**src/design/fsq_pkg.sv**
```systemverilog
// Shared types and constants for the four-square pair decrypter.
package fsq_pkg;

    // Default side of a key square; the grid is side x side.
    localparam int SQUARE_SIDE_DEF = 5;

    // Width of the key_position and letter fields.
    localparam int POS_WIDTH    = 5;
    localparam int LETTER_WIDTH = 8;

    // Transaction commands.
    typedef enum logic [1:0] {
        CMD_WRITE_ONE = 2'd0,
        CMD_WRITE_TWO = 2'd1,
        CMD_DECODE    = 2'd2
    } cmd_t;

    // Control to one key-search lane.
    typedef struct packed {
        logic key_we;    // store key_letter at key_position
        logic stage_en;  // capture the search result of this transaction
    } lane_ctrl_t;

    // Standard alphabet square, row major, no J.
    localparam logic [LETTER_WIDTH-1:0] PLAIN_SQUARE [25] = '{
        8'h41, 8'h42, 8'h43, 8'h44, 8'h45,
        8'h46, 8'h47, 8'h48, 8'h49, 8'h4B,
        8'h4C, 8'h4D, 8'h4E, 8'h4F, 8'h50,
        8'h51, 8'h52, 8'h53, 8'h54, 8'h55,
        8'h56, 8'h57, 8'h58, 8'h59, 8'h5A
    };

endpackage

```
**src/design/fsq_key_lane.sv**
```systemverilog
// One key square with its parallel letter search and row/column capture.
module fsq_key_lane #(
    parameter int SQUARE_SIDE = fsq_pkg::SQUARE_SIDE_DEF
) (
    input  logic                             clk,
    input  fsq_pkg::lane_ctrl_t              ctrl,
    input  logic [fsq_pkg::POS_WIDTH-1:0]    key_position,
    input  logic [fsq_pkg::LETTER_WIDTH-1:0] key_letter,
    input  logic [fsq_pkg::LETTER_WIDTH-1:0] search_letter,
    output logic [SQUARE_SIDE-1:0]           row_oh,
    output logic [SQUARE_SIDE-1:0]           col_oh,
    output logic                             found
);
    import fsq_pkg::*;

    localparam int CELLS = SQUARE_SIDE * SQUARE_SIDE;

    logic [LETTER_WIDTH-1:0] key_reg [CELLS];
    logic [CELLS-1:0]        match;
    logic [CELLS-1:0]        lowest;
    logic [SQUARE_SIDE-1:0]  row_next;
    logic [SQUARE_SIDE-1:0]  col_next;
    logic [SQUARE_SIDE-1:0]  row_oh_reg;
    logic [SQUARE_SIDE-1:0]  col_oh_reg;
    logic                    found_reg;

    // Key entry write; out-of-range positions match no entry
    always_ff @(posedge clk)
    begin
        for (int p = 0; p < CELLS; p++)
        begin
            if (ctrl.key_we && key_position == POS_WIDTH'(p))
            begin
                key_reg[p] <= key_letter;
            end
        end
    end

    // Compare every entry at once
    always_comb
    begin
        for (int p = 0; p < CELLS; p++)
        begin
            match[p] = (key_reg[p] == search_letter);
        end
    end

    // Isolate lowest match, fold to row and column one-hots
    assign lowest = match & (~match + CELLS'(1));

    always_comb
    begin
        row_next = '0;
        col_next = '0;
        for (int r = 0; r < SQUARE_SIDE; r++)
        begin
            for (int c = 0; c < SQUARE_SIDE; c++)
            begin
                row_next[r] = row_next[r] | lowest[r*SQUARE_SIDE + c];
                col_next[c] = col_next[c] | lowest[r*SQUARE_SIDE + c];
            end
        end
    end

    // Search result stage
    always_ff @(posedge clk)
    begin
        if (ctrl.stage_en)
        begin
            row_oh_reg <= row_next;
            col_oh_reg <= col_next;
            found_reg  <= |match;
        end
    end

    assign row_oh = row_oh_reg;
    assign col_oh = col_oh_reg;
    assign found  = found_reg;

endmodule

```
**src/design/fsq_merge.sv**
```systemverilog
// Combines both lane results into the plain letter pair and holds the result.
module fsq_merge #(
    parameter int SQUARE_SIDE = fsq_pkg::SQUARE_SIDE_DEF
) (
    input  logic                             clk,
    input  logic                             load,
    input  logic [SQUARE_SIDE-1:0]           row_one,
    input  logic [SQUARE_SIDE-1:0]           col_one,
    input  logic                             found_one,
    input  logic [SQUARE_SIDE-1:0]           row_two,
    input  logic [SQUARE_SIDE-1:0]           col_two,
    input  logic                             found_two,
    output logic [fsq_pkg::LETTER_WIDTH-1:0] plain_first,
    output logic [fsq_pkg::LETTER_WIDTH-1:0] plain_second,
    output logic                             not_found
);
    import fsq_pkg::*;

    logic [LETTER_WIDTH-1:0] first_next;
    logic [LETTER_WIDTH-1:0] second_next;
    logic                    both_found;
    logic [LETTER_WIDTH-1:0] plain_first_reg;
    logic [LETTER_WIDTH-1:0] plain_second_reg;
    logic                    not_found_reg;

    assign both_found = found_one & found_two;

    // Swap corners: row of one with column of two, row of two with column of one
    always_comb
    begin
        first_next  = '0;
        second_next = '0;
        for (int r = 0; r < SQUARE_SIDE; r++)
        begin
            for (int c = 0; c < SQUARE_SIDE; c++)
            begin
                if (row_one[r] && col_two[c])
                begin
                    first_next = first_next | PLAIN_SQUARE[r*SQUARE_SIDE + c];
                end
                if (row_two[r] && col_one[c])
                begin
                    second_next = second_next | PLAIN_SQUARE[r*SQUARE_SIDE + c];
                end
            end
        end
    end

    // Output register; letters forced to zero on a miss
    always_ff @(posedge clk)
    begin
        if (load)
        begin
            plain_first_reg  <= both_found ? first_next  : '0;
            plain_second_reg <= both_found ? second_next : '0;
            not_found_reg    <= ~both_found;
        end
    end

    assign plain_first  = plain_first_reg;
    assign plain_second = plain_second_reg;
    assign not_found    = not_found_reg;

endmodule

```
**src/design/four_square_pair_decrypt_top.sv**
```systemverilog
// Top level of the four-square pair decrypter: handshake control, two lanes, merge.
//
//  Channel   Valid          Stall          Payload
//  -------   ------------   ------------   -----------------------------------------------
//  item      item_valid     item_stall     cmd, key_position, key_letter,
//                                          cipher_first, cipher_second
//  result    result_valid   result_stall   plain_first, plain_second, not_found
//
//  A decode transaction gives its result after passing through the lane compare
//  stage and then the merge output register. One transaction per cycle is
//  sustained while result_stall is low; key writes give no result.
//  Reset clears the stage valid flags only; key squares hold garbage until written.
//  A stalled result backs up through the lane stage into item_stall.
module four_square_pair_decrypt_top #(
    parameter int SQUARE_SIDE = fsq_pkg::SQUARE_SIDE_DEF
) (
    input  logic                             clk,
    input  logic                             rst_n,
    input  logic                             item_valid,
    output logic                             item_stall,
    input  logic [1:0]                       cmd,
    input  logic [fsq_pkg::POS_WIDTH-1:0]    key_position,
    input  logic [fsq_pkg::LETTER_WIDTH-1:0] key_letter,
    input  logic [fsq_pkg::LETTER_WIDTH-1:0] cipher_first,
    input  logic [fsq_pkg::LETTER_WIDTH-1:0] cipher_second,
    output logic                             result_valid,
    input  logic                             result_stall,
    output logic [fsq_pkg::LETTER_WIDTH-1:0] plain_first,
    output logic [fsq_pkg::LETTER_WIDTH-1:0] plain_second,
    output logic                             not_found
);
    import fsq_pkg::*;

    logic                   s1_valid_reg;
    logic                   s1_valid_next;
    logic                   result_valid_reg;
    logic                   result_valid_next;
    logic                   advance;
    logic                   accept;
    logic                   is_decode;
    lane_ctrl_t             ctrl_one;
    lane_ctrl_t             ctrl_two;
    logic [SQUARE_SIDE-1:0] row_one;
    logic [SQUARE_SIDE-1:0] col_one;
    logic                   found_one;
    logic [SQUARE_SIDE-1:0] row_two;
    logic [SQUARE_SIDE-1:0] col_two;
    logic                   found_two;

    // Handshake and pipeline advance
    assign advance    = ~result_valid_reg | ~result_stall;
    assign item_stall = s1_valid_reg & ~advance;
    assign accept     = item_valid & ~item_stall;
    assign is_decode  = (cmd_t'(cmd) == CMD_DECODE);

    always_comb
    begin
        ctrl_one.key_we   = accept && cmd_t'(cmd) == CMD_WRITE_ONE;
        ctrl_one.stage_en = accept && is_decode;
        ctrl_two.key_we   = accept && cmd_t'(cmd) == CMD_WRITE_TWO;
        ctrl_two.stage_en = accept && is_decode;
    end

    // Stage valid flags
    always_comb
    begin
        if (accept)
        begin
            s1_valid_next = is_decode;
        end
        else if (advance)
        begin
            s1_valid_next = 1'b0;
        end
        else
        begin
            s1_valid_next = s1_valid_reg;
        end
        result_valid_next = advance ? s1_valid_reg : result_valid_reg;
    end

    always_ff @(posedge clk or negedge rst_n)
    begin
        if (!rst_n)
        begin
            s1_valid_reg     <= 1'b0;
            result_valid_reg <= 1'b0;
        end
        else
        begin
            s1_valid_reg     <= s1_valid_next;
            result_valid_reg <= result_valid_next;
        end
    end

    assign result_valid = result_valid_reg;

    // Lane one searches key square one for the first letter
    fsq_key_lane #(
        .SQUARE_SIDE(SQUARE_SIDE)
    ) u_lane_one (
        .clk          (clk),
        .ctrl         (ctrl_one),
        .key_position (key_position),
        .key_letter   (key_letter),
        .search_letter(cipher_first),
        .row_oh       (row_one),
        .col_oh       (col_one),
        .found        (found_one)
    );

    // Lane two searches key square two for the second letter
    fsq_key_lane #(
        .SQUARE_SIDE(SQUARE_SIDE)
    ) u_lane_two (
        .clk          (clk),
        .ctrl         (ctrl_two),
        .key_position (key_position),
        .key_letter   (key_letter),
        .search_letter(cipher_second),
        .row_oh       (row_two),
        .col_oh       (col_two),
        .found        (found_two)
    );

    // Merge into the output register
    fsq_merge #(
        .SQUARE_SIDE(SQUARE_SIDE)
    ) u_merge (
        .clk         (clk),
        .load        (advance & s1_valid_reg),
        .row_one     (row_one),
        .col_one     (col_one),
        .found_one   (found_one),
        .row_two     (row_two),
        .col_two     (col_two),
        .found_two   (found_two),
        .plain_first (plain_first),
        .plain_second(plain_second),
        .not_found   (not_found)
    );

`ifndef SYNTHESIS
    // A miss always carries zero letters
    assert property (@(posedge clk) disable iff (!rst_n)
        result_valid_reg && not_found |-> plain_first == '0 && plain_second == '0)
        else $error("not_found result with nonzero letters");

    // Input is held back only by a full lane stage
    assert property (@(posedge clk) disable iff (!rst_n)
        item_stall |-> s1_valid_reg)
        else $error("item_stall with empty lane stage");

    // Key writes never fill the lane stage
    assert property (@(posedge clk) disable iff (!rst_n)
        accept && !is_decode |=> !s1_valid_reg)
        else $error("non-decode transaction produced a pending result");

    // A pending decode reaches the output once the output frees up
    assert property (@(posedge clk) disable iff (!rst_n)
        s1_valid_reg && advance |=> result_valid_reg)
        else $error("lane result lost on advance");
`endif

endmodule
```
**config.mk**
```make
export PLATFORM = sky130hd
export DESIGN_NAME = four_square_pair_decrypt_top
export DESIGN_NICKNAME = d
export VERILOG_FILES = /design/src/design/fsq_pkg.sv /design/src/design/fsq_key_lane.sv /design/src/design/fsq_merge.sv /design/src/design/four_square_pair_decrypt_top.sv
export SDC_FILE = /design/constraint.sdc
export NUM_CORES = 1
export LEC_CHECK = 0
export ABC_AREA = 1
export BUFFER_PORTS_ARGS = -buffer_cell sky130_fd_sc_hd__buf_2
export CAP_MARGIN = 20
export CORE_MARGIN = 3
export CORE_UTILIZATION = 54
export DETAILED_ROUTE_END_ITERATION = 12
export PLACE_DENSITY = 0.74
export SETUP_SLACK_MARGIN = 0.1
export SYNTH_ARGS = -nofsm -noshare
export SYNTH_HDL_FRONTEND = slang
export SYNTH_SLANG_ARGS = --single-unit
```
**constraint.sdc**
```tcl
create_clock -name clk -period 2.5 [get_ports clk]
set_input_delay 0.25 -clock clk [delete_from_list [all_inputs] [get_ports clk]]
set_output_delay 0.25 -clock clk [all_outputs]
set_load 0.02 [all_outputs]
```
==> flow_metrics.env <==
export IMPL_via_per_inst=5.32
export IMPL_cts_root_buf="sky130_fd_sc_hd__clkbuf_16"
export IMPL_design_die_area_sq_mm=0.0433
export IMPL_maximum_number_of_pins_on_one_net_before_global_route_repair=51
export IMPL_cts_sink_count=437
export IMPL_clk_pin_slew_worst_paths_ps=60
export IMPL_drt_initial_drc_count=1616
export IMPL_yosys_warnings=0
export IMPL_synth_top_cell_area_share=0.592
export IMPL_worst_slew_pin_transition_ps=1030
export IMPL_fin_nets=2403
export IMPL_cts_inserted_buffers=45
export IMPL_num_fill_cells=3148
export IMPL_cap_violations=0
export IMPL_clock_power_share=0.433
export IMPL_place_congestion=0.936
export IMPL_finalSetupViolations=0
export IMPL_hold_buffers=3
export IMPL_setup_worst_path_end_class="flip-flop"
export IMPL_yosys_area_top_type="sky130_fd_sc_hd__edfxtp_1"
export IMPL_tritoncts_clock_tree="built"
export IMPL_grt_remaining_overflow=0
export IMPL_asyncSetResetFlopFracSynth=0.00458
export IMPL_crit_path_max_fanout=25
export IMPL_grt_antenna_before_repair=0
export IMPL_timing_final_crit_period_ps=2140
export IMPL_num_antenna_cells=0
export IMPL_drcViolationCount=0
export IMPL_fin_worst_skew_ps=12.0
export IMPL_syn_instance_count=2247
export IMPL_synthDistinctLibCells=42
export IMPL_hpwl_um=37200
export IMPL_grt_pass1_wl_um=85200
export IMPL_syn_to_final_growth_pct=12.1
export IMPL_insertion_delay_ps=580
export IMPL_maxSlewHeadroom=0.315
export IMPL_swShare=0.223
export IMPL_net_sw_power_uw=3630
export IMPL_cts_post_setup_buffers_inserted=0
export IMPL_syn_area_per_cell_sq_um=9.82
export IMPL_placeableCoreArea_sq_mm=0.0400
export IMPL_grt_total_usage=0.253
export IMPL_detailedRoute_firstPassIterationCount=5
export IMPL_outcome="finished, final reports clean"
export IMPL_final_setup_tns_ps=0
export IMPL_placed_area_sq_mm=0.0231
export IMPL_synth_area_top_cells="sky130_fd_sc_hd__edfxtp_1 (59%), sky130_fd_sc_hd__nand2_1 (12%), sky130_fd_sc_hd__xnor2_1 (6.0%)"
export IMPL_seq_power_share=0.499
export IMPL_hold_violations=0
export IMPL_rows=73
export IMPL_floorplan_io_pins=54
export IMPL_detailroute_via_count=15600
export IMPL_dieWidth_um=208
export IMPL_cts_max_level=2
export IMPL_portBuffers=49
export IMPL_sequential_cell_area_sq_mm=0.0131
export IMPL_fmax_ghz=0.468
export IMPL_power_density_cell_area_mw_per_mm2=657
export IMPL_worstHoldPathType="in -> reg"
export IMPL_initial_utilization=0.552
export IMPL_synth_ff_latch_count=437
export IMPL_leakagePower_uw=0.0104
export IMPL_synthMostInstantiatedCell="sky130_fd_sc_hd__nand2_1"
export IMPL_ys_seq_area_frac=0.594
export IMPL_ys_dominant_reg_cell="sky130_fd_sc_hd__edfxtp_1"
export IMPL_route_antenna_remaining_nets=0
export IMPL_wirelength_um=55100
export IMPL_critPathRequiredTime_ps=2700
export IMPL_combined_area_of_all_synthesized_cells_sq_mm=0.0221
export IMPL_timing_max_transition_violations_final=0
export IMPL_finish_instance_area_sq_mm=0.0247
export IMPL_setup_worst_path_class="reg -> reg"
export IMPL_yosys_top_cells_count="sky130_fd_sc_hd__nand2_1 (719), sky130_fd_sc_hd__edfxtp_1 (435), sky130_fd_sc_hd__nor2_1 (327)"
export IMPL_die_height_um=208
export IMPL_final_period_utilization=0.856
export IMPL_pwr_share_comb=0.068
export IMPL_synth_edff_count=435
export IMPL_vias_in_the_first_global_route=15200
export IMPL_multiInputGateArea_sq_mm=0.00734
export IMPL_launching_element_type_of_the_critical_path="flip-flop"
export IMPL_max_clock_path_buffers=3
export IMPL_final_layout_size_suffix_gt1_frac=0.106
export IMPL_peakVddDrop_uv=411
export IMPL_critical_path_arrival_ps=2340
export IMPL_post_drt_wl_per_cell_um=18.8
export IMPL_ctsResizeCount=0
export IMPL_cellInternalPower_uw=12600
export IMPL_grt_setup_unrepaired="no"
through the flow:
stage	power [uW]	hold slack [ps]	setup slack, ps	utilization	cells
3_5_place_dp	9350	39.7	163	0.578	2843
3_3_place_gp	9320	34.9	195	0.578	2843
2_1_floorplan	8980	-45.6	396	-	2250
6_report	16300	195	361	0.618	2930
5_1_grt	16800	195	179	0.618	2930
4_1_cts	16300	172	294	0.618	2930
worst max-delay path: stages (launching register included):
cell	delay [ps]
sky130_fd_sc_hd__dfrtp_1	400
sky130_fd_sc_hd__nand2_1	90
sky130_fd_sc_hd__nor2_1	70
sky130_fd_sc_hd__inv_1	50
sky130_fd_sc_hd__nand2_1	90
sky130_fd_sc_hd__inv_1	80
sky130_fd_sc_hd__nand2_1	110
sky130_fd_sc_hd__buf_12	180
sky130_fd_sc_hd__nor2_1	670
power groups by stage:
stage / Clock [uW] / Combinational, uW / Sequential (uW)
2_1_floorplan: 0 / 705 / 8270
3_3_place_gp: 0 / 1060 / 8260
3_5_place_dp: 0 / 1090 / 8260
4_1_cts: 7130 / 1100 / 8110
5_1_grt: 7460 / 1200 / 8100
6_report: 7040 / 1110 / 8110
layout by cell type, fill, tap and decap left out, types with 3 or more instances in the layout:
cell type / instances
sky130_fd_sc_hd__nor2_4: 4
sky130_fd_sc_hd__nand2_1: 719
sky130_fd_sc_hd__inv_2: 8
sky130_fd_sc_hd__buf_4: 68
sky130_fd_sc_hd__nand2_2: 6
sky130_fd_sc_hd__nor3_1: 7
sky130_fd_sc_hd__or2_2: 7
sky130_fd_sc_hd__inv_4: 3
sky130_fd_sc_hd__nand3_1: 51
sky130_fd_sc_hd__o31ai_1: 4
sky130_fd_sc_hd__buf_12: 15
sky130_fd_sc_hd__nor2_2: 16
sky130_fd_sc_hd__dlygate4sd3_1: 3
sky130_fd_sc_hd__conb_1: 4
sky130_fd_sc_hd__edfxtp_1: 435
sky130_fd_sc_hd__xor2_1: 105
sky130_fd_sc_hd__o22ai_1: 6
sky130_fd_sc_hd__xnor2_1: 151
sky130_fd_sc_hd__inv_1: 241
sky130_fd_sc_hd__clkbuf_16: 45
sky130_fd_sc_hd__clkbuf_1: 4
sky130_fd_sc_hd__nor2_1: 327
sky130_fd_sc_hd__nand4_1: 35
sky130_fd_sc_hd__clkinv_1: 9
sky130_fd_sc_hd__a21oi_1: 11
sky130_fd_sc_hd__buf_2: 49
sky130_fd_sc_hd__bufinv_16: 8
sky130_fd_sc_hd__o21ai_0: 20
sky130_fd_sc_hd__clkinv_2: 12
area by class of cell:
class,count,area share
well taps,525,0.0266
repair buffers,135,0.0439
flip-flops and latches,437,0.530
clock buffers,49,0.0461
multi-input cells,1496,0.297
clock inverters,35,0.0175
inverters,253,0.0387
layer usage:
layer	track usage	wire length [um]	vias to the layer above
met5	0	0	-
met4	0.0684	1110	0
met3	0.0386	4820	89
met2	0.412	25600	703
met1	0.359	23600	7398
li1	-	-	7393
path summary, 6_finish.rpt:
path / slack, ps / start / endpoint / cells after the start
max: 360 / result_valid / u_lane_one.key_reg[1][43] / 8
min: 200 / key_letter[2] / u_lane_one.key_reg[0][106] / 2
max reg2reg: 360 / result_valid / u_lane_one.key_reg[1][43] / 8
min reg2reg: 480 / s1_valid_reg / result_valid / 2
max in group asynchronous: 1830 / rst_n / s1_valid_reg / 3
min in group asynchronous: 540 / rst_n / result_valid / 3
kinds of logic after synthesis:
kind of cell / share of synthesized area
DFF: 0.594
and+or+nand+nor: 0.216
xor gates and xnor gates: 0.102
AOI/OAI and AO/OA: 0.0130
buffers and inverters: 0.0742
other: 0.000170
Power figures use the tool's default switching activity.
